### config.mk
export PLATFORM = sky130hd
export DESIGN_NAME = text_box_layout_core
export DESIGN_NICKNAME = d
export VERILOG_FILES = /design/src/rtl/tbl_pkg.sv /design/src/rtl/tbl_step.sv /design/src/rtl/text_box_layout_core.sv
export SDC_FILE = /design/constraint.sdc
export NUM_CORES = 1
export LEC_CHECK = 0
export BUFFER_PORTS_ARGS = -buffer_cell sky130_fd_sc_hd__clkbuf_2
export CAP_MARGIN = 20
export CELL_PAD_IN_SITES_DETAIL_PLACEMENT = 0
export CELL_PAD_IN_SITES_GLOBAL_PLACEMENT = 1
export CORE_MARGIN = 2
export CORE_UTILIZATION = 24
export CTS_CLUSTER_SIZE = 12
export DETAILED_ROUTE_END_ITERATION = 16
export PLACE_DENSITY = 0.53
export SLEW_MARGIN = 5
export SYNTH_ARGS = -nofsm -noshare
export SYNTH_HDL_FRONTEND = slang
export SYNTH_SLANG_ARGS = --single-unit
### constraint.sdc
create_clock -name clk -period 13.1 [get_ports clk]
set_input_delay 0.655 -clock clk [delete_from_list [all_inputs] [get_ports clk]]
set_output_delay 0.655 -clock clk [all_outputs]
set_load 0.01 [all_outputs]
### src/rtl/tbl_pkg.sv
`timescale 1ns / 1ps
`default_nettype none

package tbl_pkg;

	// result status codes
	localparam logic [2:0] ST_STARTED = 3'd0;
	localparam logic [2:0] ST_DRAWN   = 3'd1;
	localparam logic [2:0] ST_CURSOR  = 3'd2;
	localparam logic [2:0] ST_STOP    = 3'd3;
	localparam logic [2:0] ST_IGNORED = 3'd4;

	// configuration register indexes
	localparam logic [2:0] REG_SCALE_X      = 3'd0;
	localparam logic [2:0] REG_SCALE_Y      = 3'd1;
	localparam logic [2:0] REG_WRAP_ENABLE  = 3'd2;
	localparam logic [2:0] REG_FONT_MODE    = 3'd3;
	localparam logic [2:0] REG_LINE_ADVANCE = 3'd4;
	localparam logic [2:0] REG_FIRST_CODE   = 3'd5;
	localparam logic [2:0] REG_LAST_CODE    = 3'd6;

	localparam logic [7:0] NL_CODE   = 8'd10;
	localparam logic [7:0] CR_CODE   = 8'd13;
	localparam logic [7:0] CLASSIC_W = 8'd6;
	localparam logic [7:0] CLASSIC_H = 8'd8;

	typedef struct packed {
		logic [7:0] scale_x;
		logic [7:0] scale_y;
		logic       wrap_enable;
		logic       font_mode;
		logic [7:0] line_advance;
		logic [7:0] first_code;
		logic [7:0] last_code;
	} cfg_t;

	typedef struct packed {
		logic               kind;
		logic        [15:0] origin_x;
		logic        [15:0] origin_y;
		logic        [14:0] box_width;
		logic        [14:0] box_height;
		logic        [7:0]  char_code;
		logic        [7:0]  glyph_width;
		logic        [7:0]  glyph_height;
		logic        [7:0]  glyph_x_offset;
		logic        [7:0]  glyph_x_advance;
	} item_t;

	typedef struct packed {
		logic [15:0] cursor_x;
		logic [15:0] cursor_y;
		logic [15:0] left_edge;
		logic [17:0] right_edge;
		logic [17:0] bottom_edge;
		logic        halted;
	} state_t;

	typedef struct packed {
		logic [2:0]  status;
		logic [15:0] draw_x;
		logic [15:0] draw_y;
		logic [7:0]  draw_code;
	} result_t;

endpackage

`default_nettype wire

### src/rtl/tbl_step.sv
`timescale 1ns / 1ps
`default_nettype none

// One layout step: result and next cursor state for one word.
module tbl_step (
	input  var tbl_pkg::item_t   it,
	input  var tbl_pkg::state_t  st,
	input  var tbl_pkg::cfg_t    cfg,
	input  wire logic [15:0]     line_h,
	input  wire logic [10:0]     classic_adv,
	output tbl_pkg::result_t     res,
	output tbl_pkg::state_t      nxt
);

	logic               is_nl, is_cr, out_of_font, drawable;
	logic        [15:0] adv_p;
	logic signed [9:0]  xo_w;
	logic signed [18:0] reach_p;
	logic        [15:0] adv;
	logic signed [19:0] reach;
	logic        [15:0] cy_nl;
	logic signed [19:0] cx_reach;
	logic               wrap_hit, bot_cur, bot_nl, stop_hit;
	logic        [15:0] cx1, cy1;

	assign is_nl = it.char_code == tbl_pkg::NL_CODE;
	assign is_cr = it.char_code == tbl_pkg::CR_CODE;
	assign out_of_font = cfg.font_mode &&
		((it.char_code < cfg.first_code) || (it.char_code > cfg.last_code));
	assign drawable = !cfg.font_mode ||
		((it.glyph_width != 8'd0) && (it.glyph_height != 8'd0));

	assign adv_p = 16'(it.glyph_x_advance) * 16'(cfg.scale_x);
	assign xo_w = {{2{it.glyph_x_offset[7]}}, it.glyph_x_offset} + $signed({2'b00, it.glyph_width});
	assign reach_p = $signed({11'd0, cfg.scale_x}) * 19'(xo_w);

	assign adv = cfg.font_mode ? adv_p : {5'd0, classic_adv};
	assign reach = cfg.font_mode ? {reach_p[18], reach_p} : $signed({9'd0, classic_adv});

	assign cy_nl = st.cursor_y + line_h;

	assign cx_reach = $signed({{4{st.cursor_x[15]}}, st.cursor_x}) + reach;
	assign wrap_hit = cfg.wrap_enable && (cx_reach > $signed({{2{st.right_edge[17]}}, st.right_edge}));
	assign bot_cur = ($signed({{4{st.cursor_y[15]}}, st.cursor_y}) + $signed({4'd0, line_h}))
		> $signed({{2{st.bottom_edge[17]}}, st.bottom_edge});
	assign bot_nl = ($signed({{4{cy_nl[15]}}, cy_nl}) + $signed({4'd0, line_h}))
		> $signed({{2{st.bottom_edge[17]}}, st.bottom_edge});
	assign stop_hit = wrap_hit ? bot_nl : bot_cur;
	assign cx1 = wrap_hit ? st.left_edge : st.cursor_x;
	assign cy1 = wrap_hit ? cy_nl : st.cursor_y;

	always_comb begin
		nxt = st;
		res.status = tbl_pkg::ST_CURSOR;
		res.draw_x = '0;
		res.draw_y = '0;
		res.draw_code = it.char_code;
		if (!it.kind) begin
			nxt.left_edge = it.origin_x;
			nxt.cursor_x = it.origin_x;
			nxt.cursor_y = it.origin_y;
			nxt.right_edge = {{2{it.origin_x[15]}}, it.origin_x} + {3'd0, it.box_width};
			nxt.bottom_edge = {{2{it.origin_y[15]}}, it.origin_y} + {3'd0, it.box_height};
			nxt.halted = 1'b0;
			res.status = tbl_pkg::ST_STARTED;
			res.draw_code = '0;
		end else if (st.halted) begin
			res.status = tbl_pkg::ST_IGNORED;
		end else if (is_nl) begin
			nxt.cursor_x = st.left_edge;
			nxt.cursor_y = cy_nl;
		end else if (is_cr || out_of_font) begin
			nxt = st;
		end else if (drawable) begin
			// a wrap moves the cursor even when the word then overflows
			nxt.cursor_x = cx1;
			nxt.cursor_y = cy1;
			if (stop_hit) begin
				nxt.halted = 1'b1;
				res.status = tbl_pkg::ST_STOP;
			end else begin
				res.status = tbl_pkg::ST_DRAWN;
				res.draw_x = cx1;
				res.draw_y = cy1;
				nxt.cursor_x = cx1 + adv;
			end
		end else begin
			nxt.cursor_x = st.cursor_x + adv;
		end
	end

endmodule

`default_nettype wire

### src/rtl/text_box_layout_core.sv
`timescale 1ns / 1ps
`default_nettype none

// Text box layout core.
// Input stream (s_*): one word per start or character item; s_tuser is the kind
// (0 starts a box, 1 is a character), s_tdata carries box and glyph fields.
// Output stream (m_*): exactly one result word per input word, in order;
// m_tuser is the status, m_tdata the draw position and echoed code.
// Configuration: cfg_we/cfg_index/cfg_data write one register per cycle; the user
// must write only while the stream is idle, which the core does not enforce.
// Pipeline: input register, then the layout step into the output register.
// Throughput: one word per cycle unless the output stalls; the cursor state is
// updated in the same cycle as the step, so the next word sees it without a bubble.
// Reset: clears both stages and puts the layout in the halted state, so
// characters answer "ignored" until the first start word.
// Stall: when m_tready is low the result is held, the input register fills,
// and s_tready drops only once both are occupied.
module text_box_layout_core (
	input  wire logic         clk,
	input  wire logic         arst_n,
	input  wire logic         s_tvalid,
	output logic              s_tready,
	// [15:0] origin_x, [31:16] origin_y, [46:32] box_width, [61:47] box_height,
	// [69:62] char_code, [77:70] glyph_width, [85:78] glyph_height,
	// [93:86] glyph_x_offset, [101:94] glyph_x_advance, [103:102] zero
	input  wire logic [103:0] s_tdata,
	// [0] kind
	input  wire logic         s_tuser,
	output logic              m_tvalid,
	input  wire logic         m_tready,
	// [15:0] draw_x, [31:16] draw_y, [39:32] draw_code
	output logic [39:0]       m_tdata,
	// [2:0] status
	output logic [2:0]        m_tuser,
	input  wire logic         cfg_we,
	input  wire logic [2:0]   cfg_index,
	input  wire logic [7:0]   cfg_data
);

	tbl_pkg::cfg_t    cfg_q;
	tbl_pkg::state_t  st_q, st_nxt;
	tbl_pkg::item_t   item_s1;
	tbl_pkg::result_t res_c, res_q;
	logic             valid_s1, valid_q;
	logic             out_free, adv_s1;
	logic [15:0]      line_h_q;
	logic [10:0]      classic_adv_q;

	assign out_free = !valid_q || m_tready;
	assign adv_s1 = valid_s1 && out_free;
	assign s_tready = !valid_s1 || out_free;

	always_ff @(posedge clk or negedge arst_n) begin
		if (!arst_n) begin
			cfg_q.scale_x <= 8'd1;
			cfg_q.scale_y <= 8'd1;
			cfg_q.wrap_enable <= 1'b1;
			cfg_q.font_mode <= 1'b0;
			cfg_q.line_advance <= 8'd8;
			cfg_q.first_code <= 8'd32;
			cfg_q.last_code <= 8'd126;
		end else if (cfg_we) begin
			case (cfg_index)
				tbl_pkg::REG_SCALE_X:      cfg_q.scale_x <= cfg_data;
				tbl_pkg::REG_SCALE_Y:      cfg_q.scale_y <= cfg_data;
				tbl_pkg::REG_WRAP_ENABLE:  cfg_q.wrap_enable <= cfg_data[0];
				tbl_pkg::REG_FONT_MODE:    cfg_q.font_mode <= cfg_data[0];
				tbl_pkg::REG_LINE_ADVANCE: cfg_q.line_advance <= cfg_data;
				tbl_pkg::REG_FIRST_CODE:   cfg_q.first_code <= cfg_data;
				tbl_pkg::REG_LAST_CODE:    cfg_q.last_code <= cfg_data;
				default: ;
			endcase
		end
	end

	// config-only products, registered from the configuration registers
	always_ff @(posedge clk or negedge arst_n) begin
		if (!arst_n) begin
			line_h_q <= 16'd8;
			classic_adv_q <= 11'd6;
		end else begin
			line_h_q <= cfg_q.font_mode ? 16'(cfg_q.scale_y) * 16'(cfg_q.line_advance)
				: 16'(cfg_q.scale_y) * 16'(tbl_pkg::CLASSIC_H);
			classic_adv_q <= 11'(cfg_q.scale_x) * 11'(tbl_pkg::CLASSIC_W);
		end
	end

	always_ff @(posedge clk or negedge arst_n) begin
		if (!arst_n) begin
			valid_s1 <= 1'b0;
		end else if (s_tready) begin
			valid_s1 <= s_tvalid;
		end
	end

	always_ff @(posedge clk) begin
		if (s_tready && s_tvalid) begin
			item_s1.kind <= s_tuser;
			item_s1.origin_x <= s_tdata[15:0];
			item_s1.origin_y <= s_tdata[31:16];
			item_s1.box_width <= s_tdata[46:32];
			item_s1.box_height <= s_tdata[61:47];
			item_s1.char_code <= s_tdata[69:62];
			item_s1.glyph_width <= s_tdata[77:70];
			item_s1.glyph_height <= s_tdata[85:78];
			item_s1.glyph_x_offset <= s_tdata[93:86];
			item_s1.glyph_x_advance <= s_tdata[101:94];
		end
	end

	tbl_step u_step (
		.it          (item_s1),
		.st          (st_q),
		.cfg         (cfg_q),
		.line_h      (line_h_q),
		.classic_adv (classic_adv_q),
		.res         (res_c),
		.nxt         (st_nxt)
	);

	always_ff @(posedge clk or negedge arst_n) begin
		if (!arst_n) begin
			st_q.cursor_x <= '0;
			st_q.cursor_y <= '0;
			st_q.left_edge <= '0;
			st_q.right_edge <= '0;
			st_q.bottom_edge <= '0;
			st_q.halted <= 1'b1;
			valid_q <= 1'b0;
		end else begin
			if (adv_s1) begin
				st_q <= st_nxt;
			end
			if (out_free) begin
				valid_q <= valid_s1;
			end
		end
	end

	always_ff @(posedge clk) begin
		if (adv_s1) begin
			res_q <= res_c;
		end
	end

	assign m_tvalid = valid_q;
	assign m_tdata = {res_q.draw_code, res_q.draw_y, res_q.draw_x};
	assign m_tuser = res_q.status;

endmodule

`default_nettype wire
Word-level counts from Yosys, hierarchy flattened. Index checks and enable logic that the tools add are counted. Widths: inputs -> output; s select.

Add/subtract/negate cells: 9. Multiply operators: 4. $lt $le $gt $ge: 5. Equality and inequality tests: 11. Multiplexer cells: 23. Bitwise gates (word level): 2. Reductions and logical operators: 29.

Operators with widths (count): $mux 85 (2); $mux 16 (7); $mux 35 (3); $mux 32 (3); $add 16x16->16 (3); $add 16x17->18 (2); $gt 18x18->1 (2); $add 16x16->17 (2); $mul 8x8->16 (2); $add 16x20->20 (1); $gt 20x18->1 (1); $mux 20 (1); $mul 9x10->19 (1); $eq 8x4->1 const B (2); $reduce_and 2->1 (8); $reduce_bool 8->1 (2); $add 8x9->10 (1); $mul 8x2->10 const B (1); $eq 3x3->1 const B (3); $gt 8x8->1 (1); $lt 8x8->1 (1); $eq 3x2->1 const B (2); $reduce_or 6->1 (1); $logic_and 1x1->1 (5); 15 further kinds (26).

Register bits: 301. Output and inout port bits: 45.

Logic depth before layout (Yosys ltp). Gate-level depths: netlist of run 1.

Depth in word-level cells: 14. Mapped depth: 58. Depth with buffers taken out: 56.

By module. From an unflattened synthesis of run 1, not the netlist that was laid out.

Cell total of the unflattened synthesis: 2820. Area, all modules: 27166.1 sq um.

By module, submodules not included: tbl_step (times used 1, cells an instance 2048, area each 14715.4 sq um, sequential area each 0.0 sq um); text_box_layout_core (times used 1, cells an instance 772, area each 12450.7 sq um, sequential area each 8281.7 sq um).

Worst setup path before layout of run 1. OpenSTA, ideal clock, no wires.

Path type: flip-flop to flip-flop. Start: register item_s1[24] in the netlist's numbering. End: register st_q[82] in the netlist's numbering. Setup time: 138 ps. Arrival time: 10586 ps. Slack: 2375 ps. Cell stages (with the launch flop): 56. Path buffers: 4. Clock period less this slack: 10725 ps. Cells stage by stage: edfxtp_1 > ha_1 > fa_1 > a21oi_1 > nor2_1 > nor2_1 > o21bai_1 > a21oi_1 > inv_1 > a21oi_1 > nor2_1 > nor2_1 > xnor2_1 > nand2_1 > fa_1 > inv_1 > fa_1 > fa_1 > [... 20 more ...] > ha_1 > nand4_1 > nor4_2 > a21bo_1 > nand3_1 > o211a_1 > buf_6 > buf_2 > buf_1 > mux2_2 > ha_1 > clkbuf_1 > nand4_1 > nor4_1 > nor2_1 > xnor2_1 > a21boi_0 > o221ai_1.

Cells in the longest elaborated chain, start to end: 14. Elaborated cells between the ends (all ways): 18. Those cells by class: 3 x add/sub; 1 x mul; 1 x order compare; 9 x mux; 4 x reduce/logical.

Ends and longest elaborated chain: start: declaration (RTL line text_box_layout_core.sv:42) `tbl_pkg::item_t item_s1;`; $add 8x9->10 (RTL line tbl_step.sv:34) `assign xo_w = {{2{it.glyph_x_offset[7]}}, it.glyph_x_offset} + $signed({2'b00, it.glyph_width});`; $mul 9x10->19 (RTL line tbl_step.sv:35) `assign reach_p = $signed({11'd0, cfg.scale_x}) * 19'(xo_w);`; $mux 20 (RTL line tbl_step.sv:38) `assign reach = cfg.font_mode ? {reach_p[18], reach_p} : $signed({9'd0, classic_adv});`; $add 16x20->20 (RTL line tbl_step.sv:42) `assign cx_reach = $signed({{4{st.cursor_x[15]}}, st.cursor_x}) + reach;`; $gt 20x18->1 (RTL line tbl_step.sv:43) `assign wrap_hit = cfg.wrap_enable && (cx_reach > $signed({{2{st.right_edge[17]}}, st.right_edge}));`; $logic_and 1x1->1 (RTL line tbl_step.sv:43); $mux 16 (RTL line tbl_step.sv:49) `assign cx1 = wrap_hit ? st.left_edge : st.cursor_x;`; net u_step.cx1[10] (RTL line tbl_step.sv:24) `logic [15:0] cx1, cy1;`; $add 16x16->16 (RTL line tbl_step.sv:85) `nxt.cursor_x = cx1 + adv;`; $mux 16 (RTL line tbl_step.sv:78) `if (stop_hit) begin`; $mux 16 (RTL line tbl_step.sv:74) `end else if (drawable) begin`; $mux 32 (RTL line tbl_step.sv:72) `end else if (is_cr || out_of_font) begin`; $mux 32 (RTL line tbl_step.sv:69) `end else if (is_nl) begin`; $mux 85 (RTL line tbl_step.sv:67) `end else if (st.halted) begin`; $mux 85 (RTL line tbl_step.sv:58) `if (!it.kind) begin`; end signal: assignment (RTL line text_box_layout_core.sv:132) `st_q <= st_nxt;`; end: declaration (RTL line text_box_layout_core.sv:41) `tbl_pkg::state_t st_q, st_nxt;`.

The timed path passes the listed nets, and every way through them passes these cells. The select of a mux whose other input is x is not followed. A chain may end at the register's enable or synchronous reset.

Final worst setup path of run 1.
Start: register item_s1[25] in the netlist's numbering. End: register st_q[82] in the netlist's numbering.

Same word-level chain as after synthesis.

==> impl_results.md, run 1 <==
- Startpoint type of the worst setup path: flip-flop
- Die width: 331 um
- Crit path top cell by count: a21oi_1
- Post-layout net count: 3407
- Cts repair resizes: 0
- Max clock buf depth: 3
- Skew final: 0.0398 ns
- Initial core utilization: 24.3%
- Post-DP HPWL: 58400 um
- Antenna fix cells: 0
- Main synth FF type: edfxtp_1
- Tot GR Track Use: 13.8%
- Ys Warns: 0
- Final Hold Viols: 0
- Critical Path RT: 13.56 ns
- TritonCTS clock tree: done
- Crit path max-delay cell type: fa_1
- Pre-antenna DRT Iters: 5
- Setup Total Neg Slack: 0 ns
- Max_slew headroom: 31.4%
- Wire length of the first global-routing pass: 115000 um
- Post-Syn Nets: 3248
- Post-layout min period: 12.06 ns
- Worst Path Max Fanout: 15
- Die ar.: 110000 um2
- Reg2reg start: item_s1[25]
- Clock transition at the registers of the reported paths: 0.06 ns
- RSZ-0062 raised after global routing: false
- Routability congestion estimate from global placement: 0.795
- Post-Route WL: 74900 um
- Antenna Violating Nets Remaining: 0
- Vias: 18800
- Yosys cell types: 77
- WL/cell: 17.6 um
- Post-Synthesis Cells: 2669
- Critical Path Sink: st_q[82]
- Setup Viol. Count Final: 0
- Vias in the first global route: 19400
- Filler cell count: 11200
- CP max stage delay: 0.56 ns
- Grt total ovfl: 0
- FFs w/ async S/R, synth: 51.2%
- Via density: 4.42
- I/O Pins: 166
- Pin count of the biggest net entering global routing: 90
- Number of core rows: 119
- Max Freq: 0.0829 GHz
- Die Y: 331 um
- Worst slack, placed: 0.744 ns
- CTS Buf Count: 43
- Cts hold-fix bufs: 0
- Drc violations: 0
- Clk sink count: 299
- Core area: 106000 um2
- Syn-to-layout area delta: 15.5%
- Crit path DAT: 12.52 ns
- Final Cycle Share: 92.1%
- CTS H-tree depth: 2
- Final worst setup slack: 1.04 ns
- Clock Latency Late Sink: 0.63 ns
- Synth Register Bits: 299
- Number of synthesized flops with an enable pin: 146
- Worst-Margin Slew: 1.02 ns
- Hold Crit Class: in -> async
- Outcome: completed
- Initial DRC count: 713
- Critical path origin: item_s1[25]
- Slew Limit Fails: 0
- Antenna violations before repair: 0
- Reg-to-reg endpoint: st_q[82]
- Number of max-cap violations: 0
- Reg-to-reg slack, setup: 1.04 ns
- Count of input and output buffers: 163
- Core Util, Final: 28.0%
- Number of setup buffers added after CTS: 0
- Mapped Area: 25700 um2
- Avg Cell Area, Syn: 9.62 um2
- Sequential element share of the synthesized area: 32.1%
- Share of cells above drive strength 1: 12.3%
- Crit. End Element: flip-flop
- Critical setup path kind: reg -> reg
- Root Buffer: clkbuf_16
- R2R cell count: 50
==> final cells by class <==
| class | count | area, um2 | area share [%] |
|---|---|---|---|
| clock buffers | 58 | 1150 | 3.89 |
| well taps | 1391 | 1740 | 5.87 |
| flip-flops and latches | 299 | 8230 | 27.8 |
| multi-input cells | 1922 | 15800 | 53.2 |
| clock inverters | 22 | 312 | 1.05 |
| inverters | 370 | 1390 | 4.68 |
| repair buffers | 192 | 1040 | 3.51 |
==> cells in the final DEF, fill, tap and decap left out, types with 6 or more instances in the layout <==
cell       netlist  final
nand4_1         12     12
a211oi_1         6      6
xnor2_1        110    110
nor3b_1          6      6
edfxtp_1       146    146
clkbuf_1        69     13
dfrtp_1        138    138
nor4_1          11     11
clkinv_2         0      8
nand2b_1        16     16
bufinv_16        0      6
mux2i_1         35     35
and2_1         109    108
buf_4            0     29
and3_1          15     14
fa_1           144    144
o21ai_0        130    129
nand2_1        297    296
o21a_1          17     17
o21bai_1        46     46
inv_1          370    370
a21oi_1        143    143
nor2_1         133    132
a22oi_1         17     17
o211ai_1        13     13
nor3_1          21     20
dfstp_2         15     15
mux2_2          57     57
a21o_1          58     58
xor2_1          40     40
clkbuf_2         0    162
nor2b_1         21     21
clkbuf_16        0     43
nand3_1         27     27
a31oi_1         11     11
or3_1            9      9
a21boi_0        15     15
ha_1           314    314
==> cell usage after synthesis (all sizes together) (9+ instances only) <==
cell type	count	area, um2
and2	110	688
mux2i	37	395
edfxtp	146	4380
and3	15	93.8
a21oi	144	724
buf	9	45.0
inv	370	1390
nor3	21	105
nor4	12	81.3
nand4	13	87.6
a21o	58	435
fa	144	2880
ha	314	3930
dfrtp	138	3450
clkbuf	69	259
nand2b	16	100
nand2	297	1110
a31oi	11	68.8
a21boi	16	120
o21ai	132	661
o21bai	46	345
nor2	133	499
mux2	57	642
xor2	40	350
o211ai	13	97.6
o21a	17	128
nand3	27	135
nor2b	21	131
dfstp	15	394
a22oi	17	128
xnor2	110	963
or3	9	56.3
==> how the worst min path moves through the flow <==
stage	startpoint	to	cells past startpoint
CTS	arst_n	st_q[12]	1
finish	arst_n	st_q[12]	1
global placement	st_q[12]	st_q[12]	2
global route	arst_n	st_q[12]	1
floorplan	arst_n	cfg_q[0]	0
detailed placement	st_q[16]	st_q[16]	2
==> per-stage QoR <==
stage | instances | hold slack, ns | area (um2)
after floorplan | 2669 | 0.359 | 25700
after global placement | 4174 | 0.467 | 28200
after detailed placement | 4174 | 0.472 | 28200
after CTS | 4254 | 0.0797 | 29600
after global routing | 4254 | 0.109 | 29600
final | 4254 | 0.0566 | 29600
==> flip-flops by register name, summed over array words and instances (netlist names) <==
| register | cells |
|---|---|
| cfg_q | 42 |
| m_tdata | 40 |
| valid_s1 | 1 |
| item_s1 | 103 |
| classic_adv_q | 10 |
| st_q | 83 |
| m_tvalid | 1 |
| line_h_q | 16 |
| m_tuser | 3 |
==> routing by layer <==
layer | vias up | routed length [um] | part of all wire, % | track usage [%]
met5 | - | 0 | 0 | 0
met4 | 0 | 1590 | 2.1 | 3.33
met3 | 81 | 2590 | 3.5 | 2.44
met2 | 238 | 36900 | 49 | 24.2
met1 | 9100 | 33800 | 45 | 17.5
li1 | 9365 | - | - | -
==> worst max-delay path, delay by kind of cell, from the launching register on <==
| family | cells | cell delay (ns) |
|---|---|---|
| adders and majority gates | 9 | 3.68 |
| muxes | 1 | 0.41 |
| AOI/OAI and AO/OA | 24 | 4.58 |
| and+or+nand+nor | 9 | 1.78 |
| DFF | 1 | 0.44 |
| xor gates and xnor gates | 3 | 0.56 |
| buffers and inverters | 4 | 0.43 |
==> cell families after synthesis <==
family                     synth area share (%)
and+or+nand+nor                            12.7
AOI/OAI and AO/OA                          13.0
adders and majority gates                  26.5
buffers and inverters                      6.59
DFF                                        32.1
xor gates and xnor gates                   5.12
muxes                                      4.04
Power of run 1 is not shown: default switching activity piles up to over one toggle a cycle in this logic, so the estimate is an artifact.
==> inputs of run 2 (changes only) <==
==> constraint.sdc (replaced) <==
create_clock -name clk -period 12 [get_ports clk]
set_input_delay 0.6 -clock clk [delete_from_list [all_inputs] [get_ports clk]]
set_output_delay 0.6 -clock clk [all_outputs]
set_load 0.01 [all_outputs]
==> impl_results.md, run 2 (synthesis results as in run 1) <==
- Number of max-cap violations: 0 (unchanged)
- Crit path max-delay cell type: fa_1
- Worst-Margin Slew: 0.965 ns (-0.0597 ns)
- Crit path DAT: 11.76 ns (-0.76 ns)
- Pre-antenna DRT Iters: 7 (+2)
- Wire length of the first global-routing pass: 117000 um (+1.4%)
- Die ar.: 110000 um2 (unchanged)
- Vias in the first global route: 19600 (+1.0%)
- CTS Buf Count: 43 (unchanged)
- CTS H-tree depth: 2 (unchanged)
- Most common cell after layout, fill and taps aside: inv_1
- Number of core rows: 119 (unchanged)
- Area of the multi-input gates: 16000 um2 (+1.1%)
- Max_slew headroom: 35.7% (+4.2 points)
- Antenna Violating Nets Remaining: 0 (unchanged)
- Tot GR Track Use: 14.1% (+0.25 points)
- Max Freq: 0.0889 GHz (+7.2%)
- Most frequent cells in the layout: inv_1, ha_1, nand2_1, clkbuf_2, edfxtp_1
- Drc violations: 0 (unchanged)
- Count of input and output buffers: 163 (unchanged)
- Setup Viol. Count Final: 0 (unchanged)
- Die width: 331 um (unchanged)
- CP max stage delay: 0.56 ns (about the same)
- Die Y: 331 um (unchanged)
- TritonCTS clock tree: done
- Top flop regs: item_s1 x103, st_q x83, cfg_q x42
- Clock transition at the registers of the reported paths: 0.06 ns (about the same)
- WL/cell: 17.7 um (+0.63%)
- Post-route cell area: 30100 um2 (+1.4%)
- Via density: 4.39 (-0.49%)
- Final Hold Viols: 0 (unchanged)
- Share of cells above drive strength 1: 14.3% (+2.0 points)
- Initial DRC count: 847 (+19%)
- Filler cell count: 11300 (+0.80%)
- Post-layout net count: 3443 (+1.1%)
- Max reg flops: 103 (unchanged)
- Root Buffer: clkbuf_16
- Placed cell count: 4202 (+0.67%)
- Clk sink count: 299 (unchanged)
- Worst Path Max Fanout: 5 (-10)
- Critical Path RT: 12.51 ns (-1.05 ns)
- Syn-to-layout area delta: 17.1%
- I/O Pins: 166 (unchanged)
- Post-layout min period: 11.25 ns (-0.813 ns)
- Post-DP HPWL: 59100 um (+1.2%)
- Routability congestion estimate from global placement: 0.801 (+0.78%)
- Slew Limit Fails: 0 (unchanged)
- Outcome: completed
- Startpoint type of the worst setup path: flip-flop
- Skew final: 0.0343 ns (-0.00545 ns)
- Hold Crit Class: in -> reg
- Initial core utilization: 24.3% (unchanged)
- Final Cycle Share: 93.7% (+1.7 points)
- Grt total ovfl: 0 (unchanged)
- Max clock buf depth: 3 (unchanged)
- Post-DP Area: 28400 um2 (+0.83%)
- Post-Route WL: 76000 um (+1.5%)
- Layout Cells excl Fill: 4291 (+0.87%)
- Core area: 106000 um2 (unchanged)
- Reg with most FFs: item_s1
- Pin count of the biggest net entering global routing: 61 (-32%)
- Vias: 18900 (+0.37%)
- Critical setup path kind: reg -> reg
- Crit. End Element: flip-flop
- Clock Latency Late Sink: 0.63 ns (about the same)
- FF+latch area: 8230 um2 (unchanged)
- Antenna violations before repair: 1 (+1)
-- run 2: cell count changes in the layout (fill, tap and decap cells not counted), sizes merged --
cell         previous run  this run
buf                    30        64
bufinv                  6         2
clkbuf                220       224
clkinv                 10        13
clkinvlp                4         1
diode                   0         1
dlygate4sd3             0         1
o211a                   1         2
-- run 2: area by class of cell --
type / count / share of cell area [%]
well taps: 1391 / 5.79
repair buffers: 227 / 4.44
clock buffers: 62 / 4.02
flip-flops and latches: 299 / 27.4
clock inverters: 18 / 0.662
diodes: 1 / 0.00832
multi-input cells: 1923 / 53.1
inverters: 370 / 4.62
-- run 2: repair_timing --
action,4_1_cts,5_1_grt
hold endpoints to repair,33,0
gates resized for setup,0,42
setup buffers,0,7
hold buffers,1,0
setup endpoints to repair,0,49
-- run 2: path summary, 6_finish.rpt --
path	start	endpoint	slack [ns]	depth (start not counted)
min reg2reg	st_q[26]	st_q[26]	0.48	2
min	s_tdata[57]	item_s1[50]	0.15	1
max in group asynchronous	arst_n	st_q[82]	10.31	3
max reg2reg	item_s1[24]	st_q[84]	0.75	54
min in group asynchronous	arst_n	st_q[12]	0.46	2
max	item_s1[24]	st_q[84]	0.75	54
-- run 2: routing by layer --
layer	track usage, %	vias to the layer above	part of all wire (%)
li1	-	9447	-
met1	18.3	9104	45
met2	24.3	237	49
met3	2.13	66	3.5
met4	3.63	0	2.1
met5	0	-	0
-- run 2: worst max-delay path: cells and delay by family (launching register included) --
kind                       cells  cell delay (ns)
AOI/OAI and AO/OA             23             4.08
adders and majority gates      9             3.58
and+or+nand+nor                9             1.38
buffers and inverters          8             0.89
xor gates and xnor gates       4             0.65
DFF                            1             0.39
muxes                          1             0.18
-- run 2: per-stage QoR --
| stage | hold WS (ns) | setup WS, ns | utilization, % | setup TNS (ns) |
|---|---|---|---|---|
| final | 0.146 | 0.753 | 28.4 | 0 |
| after global routing | 0.116 | -0.0242 | 28.4 | -0.0242 |
| after CTS | 0.0903 | 0.0197 | 28.2 | 0 |
| after detailed placement | 0.472 | 0.0586 | 26.9 | 0 |
| after global placement | 0.464 | 0.0563 | 26.9 | 0 |
| after floorplan | 0.304 | 1.28 | - | 0 |
Power of run 2 is left out for the same reason.
